`config.mk`:
```
export PLATFORM = sky130hd
export DESIGN_NAME = pll_mul_div_search
export DESIGN_NICKNAME = d
export VERILOG_FILES = /design/src/rtl/pmds_pkg.sv /design/src/rtl/pmds_mul_unit.sv /design/src/rtl/pll_mul_div_search.sv
export SDC_FILE = /design/constraint.sdc
export NUM_CORES = 2
export LEC_CHECK = 0
export BUFFER_PORTS_ARGS = -buffer_cell sky130_fd_sc_hd__buf_2
export CAP_MARGIN = 10
export CELL_PAD_IN_SITES_DETAIL_PLACEMENT = 0
export CELL_PAD_IN_SITES_GLOBAL_PLACEMENT = 1
export CORE_MARGIN = 2
export CORE_UTILIZATION = 55
export CTS_CLUSTER_DIAMETER = 60
export DETAILED_ROUTE_END_ITERATION = 8
export PLACE_DENSITY_LB_ADDON = 0.25
export SLEW_MARGIN = 15
export SYNTH_ARGS = -nofsm -noshare
export SYNTH_HDL_FRONTEND = slang
export SYNTH_SLANG_ARGS = --single-unit
```
`constraint.sdc`:
```
create_clock -name clk -period 22.2 [get_ports clk]
set_clock_uncertainty 0.2 [all_clocks]
set_input_delay 2.22 -clock clk [delete_from_list [all_inputs] [get_ports clk]]
set_output_delay 2.22 -clock clk [all_outputs]
set_load 0.02 [all_outputs]
```
`src/rtl/pmds_pkg.sv`:
```
// Shared types, constants and multiplier table for the PLL multiplier and divider search.
package pmds_pkg;

  localparam int unsigned FREQ_W    = 27;
  localparam int unsigned INPUT_W   = 25;
  localparam int unsigned IDX_W     = 4;
  localparam int unsigned DIV_W     = 3;
  localparam int unsigned MULT_W    = 6;
  localparam int unsigned PROD_W    = 2 * FREQ_W;

  localparam logic [IDX_W-1:0]  MULT_LAST       = 4'd8;
  localparam logic [FREQ_W-1:0] VCO_MAX_RESET   = 27'd96000000;
  localparam logic [FREQ_W-1:0] WAIT_LIMIT_HZ   = 27'd16000000;

  // floor(v / 3) == (v * RECIP3) >> RECIP3_SHIFT for every v below 2**27
  localparam logic [FREQ_W-1:0] RECIP3          = 27'h5555556;
  localparam int unsigned       RECIP3_SHIFT    = 28;

  localparam logic [DIV_W-1:0]  DIV_NONE        = 3'd0;
  localparam logic [DIV_W-1:0]  DIV_BY_2        = 3'd2;
  localparam logic [DIV_W-1:0]  DIV_BY_3        = 3'd3;
  localparam logic [DIV_W-1:0]  DIV_BY_4        = 3'd4;

  // Shared multiplier operations
  localparam logic OP_VCO  = 1'b0;
  localparam logic OP_DIV3 = 1'b1;

  typedef struct packed {
    logic               clock_source;
    logic [INPUT_W-1:0] input_hz;
    logic [FREQ_W-1:0]  target_hz;
  } in_item_t;

  typedef struct packed {
    logic [FREQ_W-1:0] achieved_hz;
    logic [IDX_W-1:0]  multiplier_index;
    logic [DIV_W-1:0]  divider;
    logic              found;
    logic              source_echo;
    logic              flash_wait_states;
  } out_item_t;

  function automatic logic [MULT_W-1:0] mult_of(input logic [IDX_W-1:0] idx);
    logic [MULT_W-1:0] m;
    unique case (idx)
      4'd0:    m = 6'd3;
      4'd1:    m = 6'd4;
      4'd2:    m = 6'd6;
      4'd3:    m = 6'd8;
      4'd4:    m = 6'd12;
      4'd5:    m = 6'd16;
      4'd6:    m = 6'd24;
      4'd7:    m = 6'd32;
      4'd8:    m = 6'd48;
      default: m = 6'd0;
    endcase
    return m;
  endfunction

endpackage

```
`src/rtl/pmds_mul_unit.sv`:
```
// Shared registered multiplier: VCO product or reciprocal divide by three.
module pmds_mul_unit
  import pmds_pkg::*;
(
  input  logic               clk,
  input  logic               op,
  input  logic [IDX_W-1:0]   idx,
  input  logic [INPUT_W-1:0] fin,
  input  logic [FREQ_W-1:0]  vco,
  output logic [PROD_W-1:0]  prod
);

  logic [FREQ_W-1:0] opa;
  logic [FREQ_W-1:0] opb;
  logic [PROD_W-1:0] prod_r;

  assign opa = (op == OP_VCO) ? {{(FREQ_W-INPUT_W){1'b0}}, fin} : vco;
  assign opb = (op == OP_VCO) ? {{(FREQ_W-MULT_W){1'b0}}, mult_of(idx)} : RECIP3;

  always_ff @(posedge clk) begin
    prod_r <= opa * opb;
  end

  assign prod = prod_r;

endmodule

```
`src/rtl/pll_mul_div_search.sv`:
```
// Top level of the PLL multiplier and divider search engine.
//
// A transaction is accepted when start is high and busy is low. The block then
// walks the nine multipliers 3, 4, 6, 8, 12, 16, 24, 32, 48 and, for each, the
// dividers 2, 3 and 4, keeping the highest output frequency that stays within
// the VCO limit and the target (ties go to the later combination). After the
// accept the block forms the first VCO product; then, for each multiplier, it
// uses the single shared multiplier for the VCO product and then for the
// divide by three through a reciprocal, and finally raises the one-cycle
// result strobe. busy stays high while the search runs. The result appears
// on out_item for exactly one cycle with out_valid high; the receiver cannot
// stall it, so it must capture the result in that cycle. The VCO limit
// register is written through cfg_valid/cfg_ready, which is always ready;
// write it only while busy is low and no result is pending.
module pll_mul_div_search
  import pmds_pkg::*;
(
  input  logic              clk,
  input  logic              rst_n,
  // command channel
  input  logic              start,
  output logic              busy,
  input  in_item_t          in_item,
  // result channel
  output logic              out_valid,
  output out_item_t         out_item,
  // configuration channel
  input  logic              cfg_valid,
  output logic              cfg_ready,
  input  logic [FREQ_W-1:0] cfg_vco_max_hz
);

  localparam logic [1:0] PH_IDLE = 2'd0;
  localparam logic [1:0] PH_VCO  = 2'd1;  // first VCO product in flight
  localparam logic [1:0] PH_D2   = 2'd2;  // VCO ready: try divide by 2, start divide by 3
  localparam logic [1:0] PH_D34  = 2'd3;  // quotient ready: try 3 then 4, start next VCO

  logic [1:0]        state_r,   state_nxt;
  logic [IDX_W-1:0]  m_r,       m_nxt;
  logic [FREQ_W-1:0] best_r,    best_nxt;
  logic [IDX_W-1:0]  idx_r,     idx_nxt;
  logic [DIV_W-1:0]  div_r,     div_nxt;
  logic              any_r,     any_nxt;
  logic [FREQ_W-1:0] vco_r,     vco_nxt;
  logic              vco_ok_r,  vco_ok_nxt;
  logic              out_valid_r, out_valid_nxt;
  logic [FREQ_W-1:0] vco_max_r;
  in_item_t          item_r,    item_nxt;

  logic              mul_op;
  logic [IDX_W-1:0]  mul_idx;
  logic [PROD_W-1:0] prod;

  logic              prod_ok;
  logic [FREQ_W-1:0] f2;
  logic [FREQ_W-1:0] f3;
  logic [FREQ_W-1:0] f4;
  logic              take3;
  logic [FREQ_W-1:0] best3;

  pmds_mul_unit u_mul (
    .clk  (clk),
    .op   (mul_op),
    .idx  (mul_idx),
    .fin  (item_r.input_hz),
    .vco  (prod[FREQ_W-1:0]),
    .prod (prod)
  );

  // VCO product sits in the low bits; nonzero upper bits mean it overflowed and fails
  assign prod_ok = (prod[PROD_W-1:FREQ_W] == '0) && (prod[FREQ_W-1:0] <= vco_max_r);
  assign f2      = {1'b0, prod[FREQ_W-1:1]};
  assign f3      = {{(FREQ_W+RECIP3_SHIFT-PROD_W){1'b0}}, prod[PROD_W-1:RECIP3_SHIFT]};
  assign f4      = {2'b00, vco_r[FREQ_W-1:2]};

  // divide by 3 first, then divide by 4 against the possibly updated best
  assign take3 = vco_ok_r && (f3 <= item_r.target_hz) && (f3 >= best_r);
  assign best3 = take3 ? f3 : best_r;

  always_comb begin
    state_nxt     = state_r;
    m_nxt         = m_r;
    best_nxt      = best_r;
    idx_nxt       = idx_r;
    div_nxt       = div_r;
    any_nxt       = any_r;
    vco_nxt       = vco_r;
    vco_ok_nxt    = vco_ok_r;
    item_nxt      = item_r;
    out_valid_nxt = 1'b0;
    mul_op        = OP_VCO;
    mul_idx       = m_r;

    unique case (state_r)
      PH_IDLE: begin
        if (start) begin
          item_nxt  = in_item;
          best_nxt  = '0;
          idx_nxt   = '0;
          div_nxt   = DIV_NONE;
          any_nxt   = 1'b0;
          m_nxt     = '0;
          state_nxt = PH_VCO;
        end
      end
      PH_VCO: begin
        // launch the product for the first multiplier
        mul_op    = OP_VCO;
        mul_idx   = m_r;
        state_nxt = PH_D2;
      end
      PH_D2: begin
        vco_ok_nxt = prod_ok;
        vco_nxt    = prod[FREQ_W-1:0];
        mul_op     = OP_DIV3;
        if (prod_ok && (f2 <= item_r.target_hz) && (f2 >= best_r)) begin
          best_nxt = f2;
          idx_nxt  = m_r;
          div_nxt  = DIV_BY_2;
          any_nxt  = 1'b1;
        end
        state_nxt = PH_D34;
      end
      PH_D34: begin
        if (take3) begin
          best_nxt = f3;
          idx_nxt  = m_r;
          div_nxt  = DIV_BY_3;
          any_nxt  = 1'b1;
        end
        if (vco_ok_r && (f4 <= item_r.target_hz) && (f4 >= best3)) begin
          best_nxt = f4;
          idx_nxt  = m_r;
          div_nxt  = DIV_BY_4;
          any_nxt  = 1'b1;
        end
        // overlap: start the next VCO product while this one is judged
        mul_op  = OP_VCO;
        mul_idx = IDX_W'(m_r + 4'd1);
        if (m_r == MULT_LAST) begin
          state_nxt     = PH_IDLE;
          out_valid_nxt = 1'b1;
        end else begin
          m_nxt     = IDX_W'(m_r + 4'd1);
          state_nxt = PH_D2;
        end
      end
      default: begin
        state_nxt = PH_IDLE;
      end
    endcase
  end

  // control state
  always_ff @(posedge clk) begin
    if (!rst_n) begin
      state_r     <= PH_IDLE;
      out_valid_r <= 1'b0;
      vco_max_r   <= VCO_MAX_RESET;
    end else begin
      state_r     <= state_nxt;
      out_valid_r <= out_valid_nxt;
      if (cfg_valid && cfg_ready) begin
        vco_max_r <= cfg_vco_max_hz;
      end
    end
  end

  // search datapath; no reset needed, each register is cleared or loaded in a transaction before use
  always_ff @(posedge clk) begin
    m_r      <= m_nxt;
    best_r   <= best_nxt;
    idx_r    <= idx_nxt;
    div_r    <= div_nxt;
    any_r    <= any_nxt;
    vco_r    <= vco_nxt;
    vco_ok_r <= vco_ok_nxt;
    item_r   <= item_nxt;
  end

  assign busy      = (state_r != PH_IDLE);
  assign cfg_ready = 1'b1;
  assign out_valid = out_valid_r;

  // hold the result fields from the search registers; they stay put until the next accept
  assign out_item.achieved_hz       = best_r;
  assign out_item.multiplier_index  = idx_r;
  assign out_item.divider           = div_r;
  assign out_item.found             = any_r;
  assign out_item.source_echo       = item_r.clock_source;
  assign out_item.flash_wait_states = (best_r > WAIT_LIMIT_HZ);

endmodule

```
## Word-level counts from Yosys, hierarchy flattened

Memory sizes are Yosys's and may differ from the RTL's.
Index checks and enable logic that the tools add are counted.

- Output and inout port bits: 40
- Latch bits: 0
- Memory bits (read-only): 96
- Bits of input ports: 84
- Logic and storage cells: 80
- RAM bits: 0
- Memories: 1
- Register bits: 204

- Muxes and demuxes: 30
- Shift operators: 0
- Equality and inequality tests: 8
- Div/mod/pow operators: 0
- Order comparisons: 8
- $mul: 1
- Add/sub/neg operators: 1
- Bitwise logic cells: 0
- Reduce and logical (&&, ||, !) cells: 17

Memories:

| memory | depth | width | read ports | clocked after Yosys merged registers in | write ports | RTL line | source |
|---|---|---|---|---|---|---|---|
| (name not given) | 16 | 6 | 1 | 0 | 0 | pmds_pkg.sv:45 | `unique case (idx)` |

Operators with widths:

| cell | number |
|---|---|
| two-way mux 27 bit | 6 |
| one-hot mux 27 bit (3 select lines) | 1 |
| >= comparator 26 x 27 -> 1 bit | 2 |
| <= comparator 26 x 27 -> 1 bit | 2 |
| multiplier 27 x 27 -> 54 bit | 1 |
| >= comparator 25 x 27 -> 1 bit | 1 |
| > comparator 27 x 24 -> 1 bit, second input constant | 1 |
| <= comparator 25 x 27 -> 1 bit | 1 |
| <= comparator 27 bit | 1 |
| logical NOT 27 bit | 1 |
| two-way mux 4 bit | 6 |
| two-way mux 3 bit | 4 |
| one-hot mux 4 bit (3 select lines) | 1 |
| one-hot mux 3 bit (3 select lines) | 1 |
| one-hot mux 2 bit (4 select lines) | 1 |
| one-hot mux 4 bit (2 select lines) | 1 |
| logical AND 1 bit | 7 |
| two-way mux 1 bit | 6 |
| inequality test 2 bit, second input constant | 3 |
| AND reduction 3 bit | 2 |
| adder 4 x 1 -> 4 bit, second input constant | 1 |
| equality test 2 bit, second input constant | 2 |
| equality test 4 bit, second input constant | 1 |
| two-way mux 2 bit | 2 |
| other kinds (8) | 10 |

## Longest topological paths before layout

- Depth in word-level cells: 8
- Gate-level depth with buffers: 34

## Cells and area by module

From an unflattened synthesis, not the netlist that was laid out.

- Cells, all modules: 2856
- Area total of the unflattened synthesis: 27330.0 sq um

By module, submodules not included:

| module | cells an instance | instances | sequential area each (sq um) | area an instance (sq um) |
|---|---|---|---|---|
| pmds_mul_unit | 1890 | 1 | 1081.0 | 17053.9 |
| pll_mul_div_search | 966 | 1 | 4144.0 | 10276.1 |

## Worst setup path before layout

OpenSTA, ideal clock, no wires.

- Kind: register to register
- From: register m_r[1]
- To: register u_mul.prod_r[51], in the netlist u_mul.prod[51]
- Data required time: 21.864 ns
- Stages on the path, launching flop included: 33
- Arrival time: 8.114 ns
- Setup slack: 13.750 ns
- Path through: edfxtp_1 > clkbuf_1 > nand3_1 > nor2_1 > xnor2_1 > nand2b_1 > o21ai_0 > a211oi_1 > a21oi_1 > nor2_1 > clkbuf_1 > nor2_1 > fa_1 > fa_1 > inv_1 > fa_1 > fa_1 > fa_1 > inv_1 > fa_1 > inv_1 > fa_1 > inv_1 > ha_1 > clkbuf_1 > a211o_1 > a21oi_1 > o21ai_0 > or4_1 > a311o_1 > a21oi_1 > o41ai_1 > xor2_1

- Word-level cells in the longest chain between the ends: 5

Ends and longest elaborated chain:

| what | RTL line | source |
|---|---|---|
| start, declared | pll_mul_div_search.sv:39 | `logic [IDX_W-1:0] m_r, m_nxt;` |
| start signal, assigned | pll_mul_div_search.sv:171 | `m_r <= m_nxt;` |
| adder 4 x 1 -> 4 bit | pll_mul_div_search.sv:139 | `mul_idx = IDX_W'(m_r + 4'd1);` |
| two-way mux 4 bit * | pll_mul_div_search.sv:94 | `unique case (state_r)` |
| memory (16 x 6 bit) * | n/a |  |
| two-way mux 27 bit * | pmds_mul_unit.sv:18 | `assign opb = (op == OP_VCO) ? {{(FREQ_W-MULT_W){1'b0}}, mult_of(idx)} : RECIP3;` |
| multiplier 27 x 27 -> 54 bit * | pmds_mul_unit.sv:21 | `prod_r <= opa * opb;` |
| end signal, assigned | pmds_mul_unit.sv:21 |  |
| end, declared | pmds_mul_unit.sv:15 | `logic [PROD_W-1:0] prod_r;` |

Mark *: on every way between the ends. The rest lies on a longest branch, timed or not.
A chain may end at the register's enable or synchronous reset.

## Worst setup path after layout

- From: register state_r[1]
- To: register u_mul.prod_r[51], in the netlist u_mul.prod[51]

- Word-level cells in the longest chain between the ends: 5
- Elaborated cells between the ends (all ways): 8
- Classes of those cells: mul (1); eq/ne (2); mux (4); memory (1)

Ends and longest elaborated chain:

| what | RTL line | source |
|---|---|---|
| start, declared | pll_mul_div_search.sv:38 | `logic [1:0] state_r, state_nxt;` |
| start signal, assigned | pll_mul_div_search.sv:161 | `state_r <= state_nxt;` |
| equality test 2 bit | pll_mul_div_search.sv:94 |  |
| two-way mux 4 bit | pll_mul_div_search.sv:94 |  |
| memory (16 x 6 bit) | n/a |  |
| two-way mux 27 bit | pmds_mul_unit.sv:18 |  |
| multiplier 27 x 27 -> 54 bit * | pmds_mul_unit.sv:21 |  |

Marks and branches as above.

==> impl_metrics.env <==
export IMPL_cts_buffers=27
export IMPL_drv_cap=0
export IMPL_tritoncts="built"
export IMPL_nets=3810
export IMPL_drt_iter0_drc=1345
export IMPL_status="complete, no violations"
export IMPL_port_buffers=122
export IMPL_setup_viol=0
export IMPL_final_area_sq_um=29300
export IMPL_clock_latency_ns=0.60
export IMPL_ant_nets=0
export IMPL_cp_data_required_time_ns=22.45
export IMPL_worstSetupEndpointType="flop"
export IMPL_drive_above_1_share_pct=7.18
export IMPL_holdBufCountCts=0
export IMPL_grt_pass1_vias=20800
export IMPL_critPathKind="reg2reg"
export IMPL_post_cts_resized=0
export IMPL_hold_violations=0
export IMPL_syn_area_sq_um=27000
export IMPL_routedWlPerCell_um=21.5
export IMPL_dr_pass1_iters=5
export IMPL_whs_ns=0.289
export IMPL_synthCells=2825
export IMPL_fill_cells=4225
export IMPL_cts_sinks=202
export IMPL_slowest_stage="and2_1"
export IMPL_vias=20500
export IMPL_synth_edf_count=118
export IMPL_htree_levels=1
export IMPL_clockBufferDepth=3
export IMPL_vias_per_cell=5.67
export IMPL_cp_max_fo=21
export IMPL_critPathTopFamily="adder cells"
export IMPL_netlist_cell_type_count=68
export IMPL_worst_pin_slew_ns=1.01
export IMPL_drcViolationCount=0
export IMPL_critPathMostFrequentCell="fa_1"
export IMPL_utilization_pct=60.2
export IMPL_yosys_warnings=0
export IMPL_syn_area_per_cell_sq_um=9.56
export IMPL_rows=81
export IMPL_hold_path_class="reg2reg"
export IMPL_ir_drop_mv=0.132
export IMPL_track_usage_pct=31.0
export IMPL_drv_slew=0
export IMPL_cts_setup_buffers=0
export IMPL_die_x_um=226
export IMPL_synthArstFlopShare_pct=0
export IMPL_yosysSeqAreaShare_pct=19.4
export IMPL_yosysTopAreaCell="fa_1"
export IMPL_placed_cell_area_sq_um=28400
export IMPL_antenna_found_initial=0
export IMPL_period_share_pct=46.5
export IMPL_drt_total_wl_um=77800
export IMPL_cp_arrival_ns=10.56
export IMPL_cp_start_kind="flop"
export IMPL_p_per_area_nw_per_um2=141
export IMPL_n_antenna_cell=0
export IMPL_slew_headroom_pct=32.9
export IMPL_synthToLayoutAreaGrowth_pct=8.63
export IMPL_synth_seq_cells=202
export IMPL_grt_max_degree=54
export IMPL_rsz0062_at_grt="no"
export IMPL_cp_slowest_stage_delay_ns=0.79
export IMPL_post_route_min_period_ns=10.32
export IMPL_synth_top_area_share_pct=25.8
export IMPL_routabilityCongestion=0.980
export IMPL_ys_flop_type="edfxtp_1"
export IMPL_place_hpwl_um=65100
export IMPL_die_area_sq_um=50900
export IMPL_finalSetupTns_ns=0
export IMPL_io_pins=124
export IMPL_grt_overflow=0
export IMPL_core_sq_um=48700
export IMPL_path_clk_slew_ns=0.06
export IMPL_dieHeight_um=226
export IMPL_root_buffer="clkbuf_16"
export IMPL_synth_area_leaders="fa_1, ha_1, edfxtp_1, inv_1, dfxtp_1"
export IMPL_fmax_ghz=0.0969
export IMPL_initial_core_util_pct=55.4
export IMPL_grt_first_pass_wirelength_um=119000
export IMPL_p_leak_nw=15.5
export IMPL_cp_num_buf_inv=5
metrics by stage:
step / total power [mW] / setup slack, ns / cells
2_1_floorplan: 2.81 / 13.75 / 2830
3_3_place_gp: 3.56 / 12.33 / 3568
3_5_place_dp: 3.62 / 12.04 / 3568
4_1_cts: 4.12 / 11.99 / 3618
5_1_grt: 4.51 / 11.46 / 3618
6_report: 4.13 / 11.88 / 3618
flip-flops by register name (all words and copies together) (netlist names):
name        cells
item_r         52
m_r             4
out_item        1
vco_max_r      27
best_r         27
out_valid       1
div_r           3
state_r         2
vco_r          25
any_r           1
u_mul.prod     54
idx_r           4
vco_ok_r        1
final timing paths:
path | startpoint | endpoint | slack [ns] | cells after the start
worst max-delay path | state_r[1] | u_mul.prod[51] | 11.88 | 29
worst min-delay path | vco_max_r[19] | vco_max_r[19] | 0.29 | 2
worst max register to register | state_r[1] | u_mul.prod[51] | 11.88 | 29
worst min register to register | vco_max_r[19] | vco_max_r[19] | 0.29 | 2
per-layer routing:
layer | part of all wire [%] | track usage [%] | up-vias
li1 | - | - | 9421
met1 | 43 | 41.9 | 10200
met2 | 47 | 51.4 | 783
met3 | 6.5 | 3.90 | 160
met4 | 4.0 | 11.1 | 0
met5 | 0 | 0 | -
worst reg2reg max path, delay by kind of cell (launching register included):
kind / cells / cell delay (ns)
adders and majority gates: 8 / 3.88
and+or+nand+nor: 6 / 2.76
AOI/OAI and AO/OA: 8 / 1.74
DFF: 1 / 0.58
xor gates and xnor gates: 2 / 0.57
buffers and inverters: 5 / 0.43
synthesized netlist by cell type, types with 44 or more instances:
library cell    n
edfxtp_1      118
nand2_1       118
dfxtp_1        84
fa_1          348
a21o_1         67
ha_1          445
nor2_1        236
inv_1         653
xnor2_1        46
nand4_1        47
a21oi_1       131
and2_1         48
mux2i_1        44
o21ai_0        60
clkbuf_1       58
kinds of logic (layout without fill, tap and decap cells):
kind of cell	after synthesis	after routing	synth area share [%]
AOI/OAI and AO/OA	410	410	10.1
xor gates and xnor gates	66	66	2.14
adders and majority gates	793	793	46.4
buffers and inverters	720	844	10.1
DFF	202	202	19.4
muxes	44	44	1.63
other	2	7	0.0278
and+or+nand+nor	588	588	10.2
where the power goes:
part,leakage (nW),switching (mW),internal (mW)
Combinational,13.2,1.79,1.21
Sequential,1.83,0.151,0.512
Clock,0.481,0.188,0.281
cell type report:
cell class                      count  area [sq um]  area share [%]
Inverter                          653          2450            8.36
Clock inverter                     15           181           0.619
Timing Repair Buffer              141           753            2.57
Clock buffer                       35           791            2.70
Multi-Input combinational cell   1908         19100            65.1
Sequential cell                   202          5230            17.8
Tap cell                          664           831            2.83
cell usage in the layout, fill, tap and decap left out, types with 8 or more instances in the layout:
cell,count
fa_1,348
nor3_1,26
o211ai_1,17
nand2_1,118
buf_2,122
o31ai_2,11
nand3_1,23
buf_4,19
a211oi_1,16
inv_1,651
nand2b_1,11
nand4_1,47
and3_1,11
a211o_1,19
mux2i_1,44
clkbuf_16,31
or3_1,8
edfxtp_1,118
nor2_1,236
o21ai_0,60
dfxtp_1,84
nor4_1,15
a21oi_1,129
o21a_1,18
and2_1,48
a21o_1,67
ha_1,445
a31oi_1,9
xor2_1,20
xnor2_1,46
o21bai_1,12
nor2b_1,27
Power figures use the tool's default switching activity.
